--- src/afp_pkg.sv ---
// Shared types and constants for the address field parser.
// Used by afp_core and address_field_parser; no dependencies.
package afp_pkg;

    // Default limit on digipeater addresses
    localparam int MAX_DIGIS_DEF = 8;

    // Callsign bytes per address, before the SSID byte
    localparam logic [2:0] ADDR_LEN = 3'd6;
    localparam int         C_BIT    = 7;
    localparam int         E_BIT    = 0;

    localparam int CALL_W  = 48;
    localparam int ADDR_NW = 4;
    localparam int TDATA_W = 72;

    typedef enum logic [1:0] {
        ROLE_DEST = 2'd0,
        ROLE_SRC  = 2'd1,
        ROLE_DIGI = 2'd2
    } t_role;

    typedef enum logic [1:0] {
        CR_COMMAND  = 2'd0,
        CR_RESPONSE = 2'd1,
        CR_UNKNOWN  = 2'd2
    } t_cmd_resp;

    typedef enum logic [1:0] {
        ST_OK       = 2'd0,
        ST_SHORT    = 2'd1,
        ST_TOO_MANY = 2'd2
    } t_status;

    typedef enum logic {
        PH_HEADER = 1'b0,
        PH_SKIP   = 1'b1
    } t_phase;

    // One parsed address result
    typedef struct packed {
        logic [CALL_W-1:0]  callsign_raw;
        logic [7:0]         ssid_byte;
        t_role              role;
        logic [2:0]         digi_index;
        t_cmd_resp          cmd_resp;
        logic               header_done;
        logic [ADDR_NW-1:0] address_count;
        t_status            status;
    } t_result;

endpackage

--- src/afp_core.sv ---
// Per-byte header parser: state registers and result logic for one word.
// Depends on afp_pkg.
module afp_core #(
    parameter int MAX_DIGIS = afp_pkg::MAX_DIGIS_DEF
) (
    input  logic              i_clk,
    input  logic              i_rst_n,
    input  logic              i_valid,
    input  logic [7:0]        i_data_byte,
    input  logic              i_frame_end,
    output logic              o_res_valid,
    output afp_pkg::t_result  o_res
);

    localparam logic [afp_pkg::ADDR_NW-1:0] LAST_ADDR =
        afp_pkg::ADDR_NW'(MAX_DIGIS + 1);

    logic [2:0]                  r_byte_position, n_byte_position;
    logic [afp_pkg::ADDR_NW-1:0] r_address_number, n_address_number;
    logic [afp_pkg::CALL_W-1:0]  r_callsign_shift, n_callsign_shift;
    logic                        r_dest_c_bit, n_dest_c_bit;
    afp_pkg::t_cmd_resp          r_cmd_resp_held, n_cmd_resp_held;
    afp_pkg::t_phase             r_phase, n_phase;

    logic                        ssid_word;
    logic                        e_bit;
    logic [afp_pkg::CALL_W-1:0]  shifted;
    afp_pkg::t_cmd_resp          src_cr;
    logic                        done;
    logic                        too_many;

    // Shared decode of the current word
    assign ssid_word = (r_byte_position == afp_pkg::ADDR_LEN);
    assign e_bit     = i_data_byte[afp_pkg::E_BIT];
    assign shifted   = {r_callsign_shift[afp_pkg::CALL_W-9:0], i_data_byte};
    assign done      = (r_address_number != '0) && e_bit;
    // Last allowed digipeater without the extension bit
    assign too_many  = (r_address_number == LAST_ADDR) && !e_bit;

    // Command/response from the two C bits
    always_comb begin
        if (i_data_byte[afp_pkg::C_BIT] == r_dest_c_bit) begin
            src_cr = afp_pkg::CR_UNKNOWN;
        end else if (i_data_byte[afp_pkg::C_BIT]) begin
            src_cr = afp_pkg::CR_RESPONSE;
        end else begin
            src_cr = afp_pkg::CR_COMMAND;
        end
    end

    // Result for the word being accepted
    always_comb begin
        o_res_valid = 1'b0;
        o_res       = '0;
        o_res.role     = afp_pkg::ROLE_DEST;
        o_res.cmd_resp = afp_pkg::CR_UNKNOWN;
        o_res.status   = afp_pkg::ST_OK;
        if (i_valid && r_phase == afp_pkg::PH_HEADER) begin
            if (!ssid_word) begin
                // Frame ends inside an address
                o_res_valid    = i_frame_end;
                o_res.cmd_resp = r_cmd_resp_held;
                o_res.status   = afp_pkg::ST_SHORT;
            end else begin
                o_res_valid        = 1'b1;
                o_res.callsign_raw = r_callsign_shift;
                o_res.ssid_byte    = i_data_byte;
                o_res.header_done  = done;
                if (done) begin
                    o_res.address_count = r_address_number + 1'b1;
                end
                if (r_address_number == '0) begin
                    o_res.role = afp_pkg::ROLE_DEST;
                end else if (r_address_number == afp_pkg::ADDR_NW'(1)) begin
                    o_res.role     = afp_pkg::ROLE_SRC;
                    o_res.cmd_resp = src_cr;
                end else begin
                    o_res.role       = afp_pkg::ROLE_DIGI;
                    o_res.digi_index = 3'(r_address_number - afp_pkg::ADDR_NW'(2));
                    o_res.cmd_resp   = r_cmd_resp_held;
                end
                if (r_address_number >= afp_pkg::ADDR_NW'(2) && too_many) begin
                    o_res.status = afp_pkg::ST_TOO_MANY;
                end else if (i_frame_end && !done) begin
                    o_res.status = afp_pkg::ST_SHORT;
                end
            end
        end
    end

    // Next state
    always_comb begin
        n_byte_position  = r_byte_position;
        n_address_number = r_address_number;
        n_callsign_shift = r_callsign_shift;
        n_dest_c_bit     = r_dest_c_bit;
        n_cmd_resp_held  = r_cmd_resp_held;
        n_phase          = r_phase;
        if (i_valid) begin
            if (i_frame_end) begin
                // Every frame end restarts the parser
                n_byte_position  = '0;
                n_address_number = '0;
                n_callsign_shift = '0;
                n_dest_c_bit     = 1'b0;
                n_cmd_resp_held  = afp_pkg::CR_UNKNOWN;
                n_phase          = afp_pkg::PH_HEADER;
            end else if (r_phase == afp_pkg::PH_HEADER) begin
                if (!ssid_word) begin
                    n_callsign_shift = shifted;
                    n_byte_position  = r_byte_position + 1'b1;
                end else begin
                    if (r_address_number == '0) begin
                        n_dest_c_bit = i_data_byte[afp_pkg::C_BIT];
                    end else if (r_address_number == afp_pkg::ADDR_NW'(1)) begin
                        n_cmd_resp_held = src_cr;
                    end
                    if (done || (r_address_number >= afp_pkg::ADDR_NW'(2) && too_many))
                    begin
                        n_phase = afp_pkg::PH_SKIP;
                    end else begin
                        n_address_number = r_address_number + 1'b1;
                        n_byte_position  = '0;
                        n_callsign_shift = '0;
                    end
                end
            end
        end
    end

    always_ff @(posedge i_clk) begin
        if (!i_rst_n) begin
            r_byte_position  <= '0;
            r_address_number <= '0;
            r_callsign_shift <= '0;
            r_dest_c_bit     <= 1'b0;
            r_cmd_resp_held  <= afp_pkg::CR_UNKNOWN;
            r_phase          <= afp_pkg::PH_HEADER;
        end else begin
            r_byte_position  <= n_byte_position;
            r_address_number <= n_address_number;
            r_callsign_shift <= n_callsign_shift;
            r_dest_c_bit     <= n_dest_c_bit;
            r_cmd_resp_held  <= n_cmd_resp_held;
            r_phase          <= n_phase;
        end
    end

    // Checks
    a_pos_range: assert property (@(posedge i_clk) disable iff (!i_rst_n)
        r_byte_position <= afp_pkg::ADDR_LEN)
        else $error("byte position past SSID byte");
    a_addr_range: assert property (@(posedge i_clk) disable iff (!i_rst_n)
        r_address_number <= LAST_ADDR)
        else $error("address number past digipeater limit");
    a_skip_silent: assert property (@(posedge i_clk) disable iff (!i_rst_n)
        r_phase == afp_pkg::PH_SKIP |-> !o_res_valid)
        else $error("result while skipping payload");
    a_end_restart: assert property (@(posedge i_clk) disable iff (!i_rst_n)
        i_valid && i_frame_end |=> r_byte_position == '0 && r_address_number == '0)
        else $error("parser not restarted after frame end");

endmodule

--- src/address_field_parser.sv ---
// A result word is registered in the output register, or in the skid stage while the master side stalls.
// Throughput: one byte per cycle; the output register plus one skid stage keep the
// slave side open while a result waits, so a byte is refused only when both are full.
// Reset (i_rst_n low, synchronous): parser restarts at the destination, outputs empty.
// Top level of the address field parser; depends on afp_pkg and afp_core.
module address_field_parser #(
    parameter int MAX_DIGIS = afp_pkg::MAX_DIGIS_DEF
) (
    input  logic                         i_clk,
    input  logic                         i_rst_n,
    // tdata: [7:0] data_byte
    input  logic                         i_s_tvalid,
    output logic                         o_s_tready,
    input  logic [7:0]                   i_s_tdata,
    input  logic                         i_s_tlast,   // frame_end
    // tdata: [47:0] callsign_raw, [55:48] ssid_byte, [57:56] role,
    //        [60:58] digi_index, [62:61] cmd_resp, [63] header_done,
    //        [67:64] address_count, [69:68] status, [71:70] zero
    output logic                         o_m_tvalid,
    input  logic                         i_m_tready,
    output logic [afp_pkg::TDATA_W-1:0]  o_m_tdata
);

    logic             accept;
    logic             res_valid;
    afp_pkg::t_result res;

    logic             r_out_valid, n_out_valid;
    afp_pkg::t_result r_out, n_out;
    logic             r_skid_valid, n_skid_valid;
    afp_pkg::t_result r_skid, n_skid;

    assign o_s_tready = !r_skid_valid;
    assign accept     = i_s_tvalid && o_s_tready;

    afp_core #(
        .MAX_DIGIS (MAX_DIGIS)
    ) u_core (
        .i_clk       (i_clk),
        .i_rst_n     (i_rst_n),
        .i_valid     (accept),
        .i_data_byte (i_s_tdata),
        .i_frame_end (i_s_tlast),
        .o_res_valid (res_valid),
        .o_res       (res)
    );

    // Output register with skid stage
    always_comb begin
        n_out_valid  = r_out_valid;
        n_out        = r_out;
        n_skid_valid = r_skid_valid;
        n_skid       = r_skid;
        if (!r_out_valid || i_m_tready) begin
            if (r_skid_valid) begin
                n_out_valid  = 1'b1;
                n_out        = r_skid;
                n_skid_valid = 1'b0;
            end else begin
                n_out_valid = res_valid;
                n_out       = res;
            end
        end else if (res_valid) begin
            n_skid_valid = 1'b1;
            n_skid       = res;
        end
    end

    always_ff @(posedge i_clk) begin
        if (!i_rst_n) begin
            r_out_valid  <= 1'b0;
            r_skid_valid <= 1'b0;
        end else begin
            r_out_valid  <= n_out_valid;
            r_skid_valid <= n_skid_valid;
        end
        r_out  <= n_out;
        r_skid <= n_skid;
    end

    // Pack result word, first field lowest
    assign o_m_tvalid = r_out_valid;
    assign o_m_tdata  = {2'b00,
                         r_out.status,
                         r_out.address_count,
                         r_out.header_done,
                         r_out.cmd_resp,
                         r_out.digi_index,
                         r_out.role,
                         r_out.ssid_byte,
                         r_out.callsign_raw};

    // Checks
    a_skid_behind_out: assert property (@(posedge i_clk) disable iff (!i_rst_n)
        r_skid_valid |-> r_out_valid)
        else $error("skid word held with output register empty");
    a_skid_fill: assert property (@(posedge i_clk) disable iff (!i_rst_n)
        r_out_valid && !i_m_tready && res_valid |=> r_skid_valid)
        else $error("stalled result word dropped");
    a_no_fill_when_full: assert property (@(posedge i_clk) disable iff (!i_rst_n)
        r_skid_valid |-> !res_valid)
        else $error("result produced with skid stage full");

endmodule
--- config.mk ---
export PLATFORM = sky130hd
export DESIGN_NAME = address_field_parser
export DESIGN_NICKNAME = d
export VERILOG_FILES = /design/src/afp_pkg.sv /design/src/afp_core.sv /design/src/address_field_parser.sv
export SDC_FILE = /design/constraint.sdc
export NUM_CORES = 1
export LEC_CHECK = 0
export BUFFER_PORTS_ARGS = -buffer_cell sky130_fd_sc_hd__buf_2
export CORE_UTILIZATION = 63
export DETAILED_ROUTE_END_ITERATION = 10
export GPL_ROUTABILITY_DRIVEN = 0
export PLACE_DENSITY = 0.82
export SETUP_SLACK_MARGIN = 0.1
export SLEW_MARGIN = 0
export SYNTH_ARGS = -nofsm -noshare
export SYNTH_HDL_FRONTEND = slang
export SYNTH_SLANG_ARGS = --single-unit
--- constraint.sdc ---
create_clock -name i_clk -period 13.15 [get_ports i_clk]
set_input_delay 2.63 -clock i_clk [delete_from_list [all_inputs] [get_ports i_clk]]
set_output_delay 2.63 -clock i_clk [all_outputs]
set_load 0.05 [all_outputs]
**After elaboration in Yosys (flattened, before gate mapping)**

Index checks and enable logic that the tools add are counted.

- Register bits: 201
- Input port bits: 13
- Output and inout port bits: 74

- $add $sub $neg: 3
- $lt $le $gt $ge: 1
- Equality and inequality tests: 8
- Muxes and demuxes: 43
- Bitwise operators: 3
- Reduce and logical (&&, ||, !) cells: 22

Operators with widths:

| cell | count |
|---|---|
| 48-bit two-way mux | 4 |
| 70-bit two-way mux | 2 |
| 61-bit two-way mux | 1 |
| 2-bit two-way mux | 11 |
| 4-bit two-way mux | 5 |
| 3-bit two-way mux | 5 |
| 1-bit two-way mux | 13 |
| 4-bit AND reduction | 3 |
| 5-bit two-way mux | 2 |
| 1-bit logical AND | 6 |
| 2-bit != test (second input constant) | 3 |
| 4-bit by 1-bit adder with 4-bit output (second input constant) | 1 |
| 4-bit by 1-bit equality test with 1-bit output (second input constant) | 1 |
| 4-bit equality test (second input constant) | 1 |
| 4-bit by 2-bit greater-or-equal comparator with 1-bit output (second input constant) | 1 |
| 1-bit logical NOT | 4 |
| 4-bit logical NOT | 1 |
| 2-bit nonzero test | 2 |
| 4-bit nonzero test | 1 |
| 3-bit by 1-bit adder with 3-bit output (second input constant) | 1 |
| 3-bit equality test (second input constant) | 1 |
| 3-bit != test (second input constant) | 1 |
| 1-bit inverter | 3 |
| 3-bit AND reduction | 1 |
| other kinds (5) | 6 |

**Logic depth before layout (Yosys ltp)**

- Depth after elaboration: 9
- Depth in mapped cells: 8
- Gate-level depth less buffers: 6

**Modules after synthesis**

A second synthesis with hierarchy kept.

- Cell total of the unflattened synthesis: 524
- Area total of the unflattened synthesis: 8,187.9 µm²

Modules (own cells, without submodules):

| module | instances | cells an instance | area each (µm²) | sequential area each (µm²) |
|---|---|---|---|---|
| address_field_parser | 1 | 231 | 5,504.0 | 4,244.1 |
| afp_core | 1 | 293 | 2,683.8 | 1,181.1 |

**Worst setup path after synthesis**

No wires, ideal clock.

- Kind: in2reg
- Start: input i_m_tready
- End: register r_skid[0] in the netlist's numbering (enable)
- Library setup time: 499 ps
- Arrival: 7,466 ps
- Required time: 12,651 ps
- Setup slack: 5,186 ps
- Cell stages on the path: 2
- Buffers on the path: 0
- Path through: nand2b_1 > nor2_1

- Word-level cells in the longest chain between the ends: 3

Ends and longest elaborated chain:

| item | RTL line | text |
|---|---|---|
| start: declaration | address_field_parser.sv:20 | `input logic i_m_tready,` |
| 1-bit logical OR | address_field_parser.sv:54 | `if (!r_out_valid \|\| i_m_tready) begin` |
| 1-bit inverter (no source line) | n/a |  |
| 2-bit AND reduction (no source line) | n/a |  |
| end signal: assignment | address_field_parser.sv:78 | `r_skid <= n_skid;` |
| end: declaration | address_field_parser.sv:31 | `afp_pkg::t_result r_skid, n_skid;` |

No other way between the ends.
A chain may end at the register's enable or synchronous reset.

==> reports/results.tsv <==
metric	value	unit
drt_iter0_drc	404	
p_per_area	151	nW/um^2
finalHoldViolCount	0	
dpl.hpwl	9030	microns
cp_data_arrival_time	4.74	ns
synth_cell_type_count	51	
drive_above_1_share	19.1	%
hp-start	u_core.r_callsign_shift[40]	
detail-route-antenna-nets	0	
reg2reg_slack	10.06	ns
die_h	115	microns
rsz0062_at_grt	no	
core_area	12600	sq um
io_pins	87	
grt_overflow	0	
antenna_found_initial	1	
clockPowerShare	45.9	%
synth_edf_count	140	
swShare	20.7	%
power_leakage	4.56	nW
synth_cells	632	
multi_input_area	2440	sq um
final-setup-viol-count	0	
r2r-start	u_core.r_byte_position[1]	
cts_tree	yes	
final_common_cell	edfxtp_1	
syn2layout_area_growth	15.3	%
outcome	completed	
crit_required	13.53	ns
cp_top_family	simple AND/OR/NAND/NOR gates	
crit_slowest_cell	nor2_4	
fin_skew	0.0194	ns
critPathKind	input port to flop	
synth_ff_type	edfxtp_1	
cts_hold_buf	0	
period_share	33.1	%
via_count	5190	
nets	717	
regArea	5430	sq um
max_stage_delay	0.87	ns
clk_pin_slew	0.06	ns
start_util	64.5	%
die_area	13300	sq um
routedWlPerCell	17.8	microns
synth_seq_cells	201	
period_needed	4.36	ns
crit_buf_inv	2	
hold_class	flop to flop	
clock-sinks	201	
grt_max_degree	74	
rows	41	
cts_buffers	20	
fill_cells	823	
crit_chain	buf_2, buf_4, nand2b_1, nor2_4, nand2_1, mux2i_1	
firstDrtPassIters	7	
yosysWarnings	0	
crit_path_end_kind	flop	
hold_end	u_core.r_callsign_shift[40]	
track_usage	23.9	%
finalSetupTns	0	ns
synthesis.area	8100	sq um
place.port_buffers	84	
clockRootBuffer	clkbuf_16	
vdd_drop_max	0.000105	V
routed_wl	15800	microns
rr_endpoint	r_skid[39]	
fmax	0.229	GHz
drv_slew	0	
seq_area_frac_synth	66.9	%
critPathLaunchType	input port	
relSlewSlack	26.4	%
synth_area_per_cell	12.8	sq um
worst_pin_slew	1.10	ns
worst-r2r-cell-count	4	
grt_pass1_wl	24900	microns
post-cts-setup-buffers	0	
synthArstFlopShare	0	%
mostFrequentLayoutCells	edfxtp_1 (140), nand2_1 (107), buf_2 (84)	
switchingPower	0.291	mW
maxCapViolCount	0	
h-tree-depth	1	
finalNonFillerCells	886	
dp.cells	849	
worst-path-max-fanout	59	
die_w	115	microns
holdPathStages	2	
p_seq_share	48.8	%
clk_latency	0.48	ns
ctsResizeCount	0	
drcViolationCount	0	
power_frac_comb	5.3	%
intPower	1.12	mW
clk_path_buf_depth	3	
vias_per_cell	5.86	
grt_pass1_vias	4956	
## power groups by stage
| stage | sequential (mW) | clock [mW] | combinational (mW) |
|---|---|---|---|
| floorplan | 0.730 | 0 | 0.0292 |
| global placement | 0.700 | 0 | 0.0729 |
| detailed placement | 0.700 | 0 | 0.0742 |
| CTS | 0.687 | 0.654 | 0.0748 |
| global route | 0.687 | 0.677 | 0.0785 |
| finish | 0.687 | 0.647 | 0.0749 |
## worst max path at each step
| stage | start | endpoint | depth (start not counted) |
|---|---|---|---|
| detailed placement | i_m_tready | r_skid[26] | 4 |
| global placement | i_m_tready | r_skid[24] | 4 |
| finish | i_rst_n | u_core.r_callsign_shift[18] | 6 |
| global route | i_rst_n | u_core.r_callsign_shift[18] | 6 |
| CTS | i_rst_n | u_core.r_callsign_shift[18] | 6 |
| floorplan | i_m_tready | r_skid[0] | 2 |
## cells in the mapped netlist, drive strengths merged (2+ instances only)
library cell	count	share of area (%)
a21o	67	6.2
nor2b	2	0.15
nand2b	3	0.23
buf	17	1.5
or2	2	0.15
ha	5	0.77
nor3	7	0.43
edfxtp	140	52
nor3b	3	0.48
and2	2	0.15
o22ai	3	0.23
o21ai	6	0.37
dfxtp	61	15
nand3	9	0.56
nand3b	2	0.19
clkbuf	27	1.3
nand2	108	5.1
nor2	13	0.60
a21oi	9	0.56
a211oi	2	0.19
and3	55	4.2
a31o	2	0.22
inv	11	0.51
o32ai	2	0.22
or3	3	0.23
or3b	2	0.25
and3b	2	0.22
mux2i	50	6.2
o211ai	2	0.19
## final cells by class
class,count,area share [%]
Timing Repair Buffer,88,4.82
Multi-Input combinational cell,377,26.1
Tap cell,172,2.30
Sequential cell,201,58.1
Clock buffer,25,6.00
Inverter,11,0.442
Clock inverter,11,2.20
Antenna cell,1,0.0268
## metal layers
metal,global-route usage (%),part of all wire [%]
met1,32.5,42
met2,40.8,50
met3,3.45,6.3
met4,5.80,1.7
met5,0,0
## worst min-delay path, delay by kind of cell, from the launching register on
kind             cells  cell delay, ns
AND/OR/NAND/NOR      1            0.05
multiplexers         1            0.05
flip-flops           1            0.31
## cell families after synthesis
family,count (synthesis),synth area share [%]
AND/OR/NAND/NOR,217,13.4
other,1,0.0463
multiplexers,50,6.18
buffers and inverters,55,3.30
XOR/XNOR,2,0.216
flip-flops,201,66.9
adder cells (fa/ha/maj),5,0.772
AO/OA/AOI/OAI,101,9.17
## through the flow
step	cell area, sq um	setup WS [ns]	util (%)	hold WS [ns]	power (mW)
after floorplan	8110	5.19	-	0.434	0.759
after global placement	8570	8.46	68.2	0.446	0.772
after detailed placement	8570	8.37	68.2	0.453	0.774
after CTS	9340	8.84	74.3	0.462	1.42
after global routing	9340	8.62	74.3	0.485	1.44
final	9340	8.79	74.3	0.460	1.41
## state kept, by name (all words and copies together) (netlist names), 2 cells and up
| register | cells |
|---|---|
| u_core.r_callsign_shift | 48 |
| r_skid | 70 |
| u_core.r_cmd_resp_held | 2 |
| o_m_tdata | 70 |
| u_core.r_byte_position | 3 |
| u_core.r_address_number | 4 |
No activity file was read; power rests on OpenSTA's default activity.
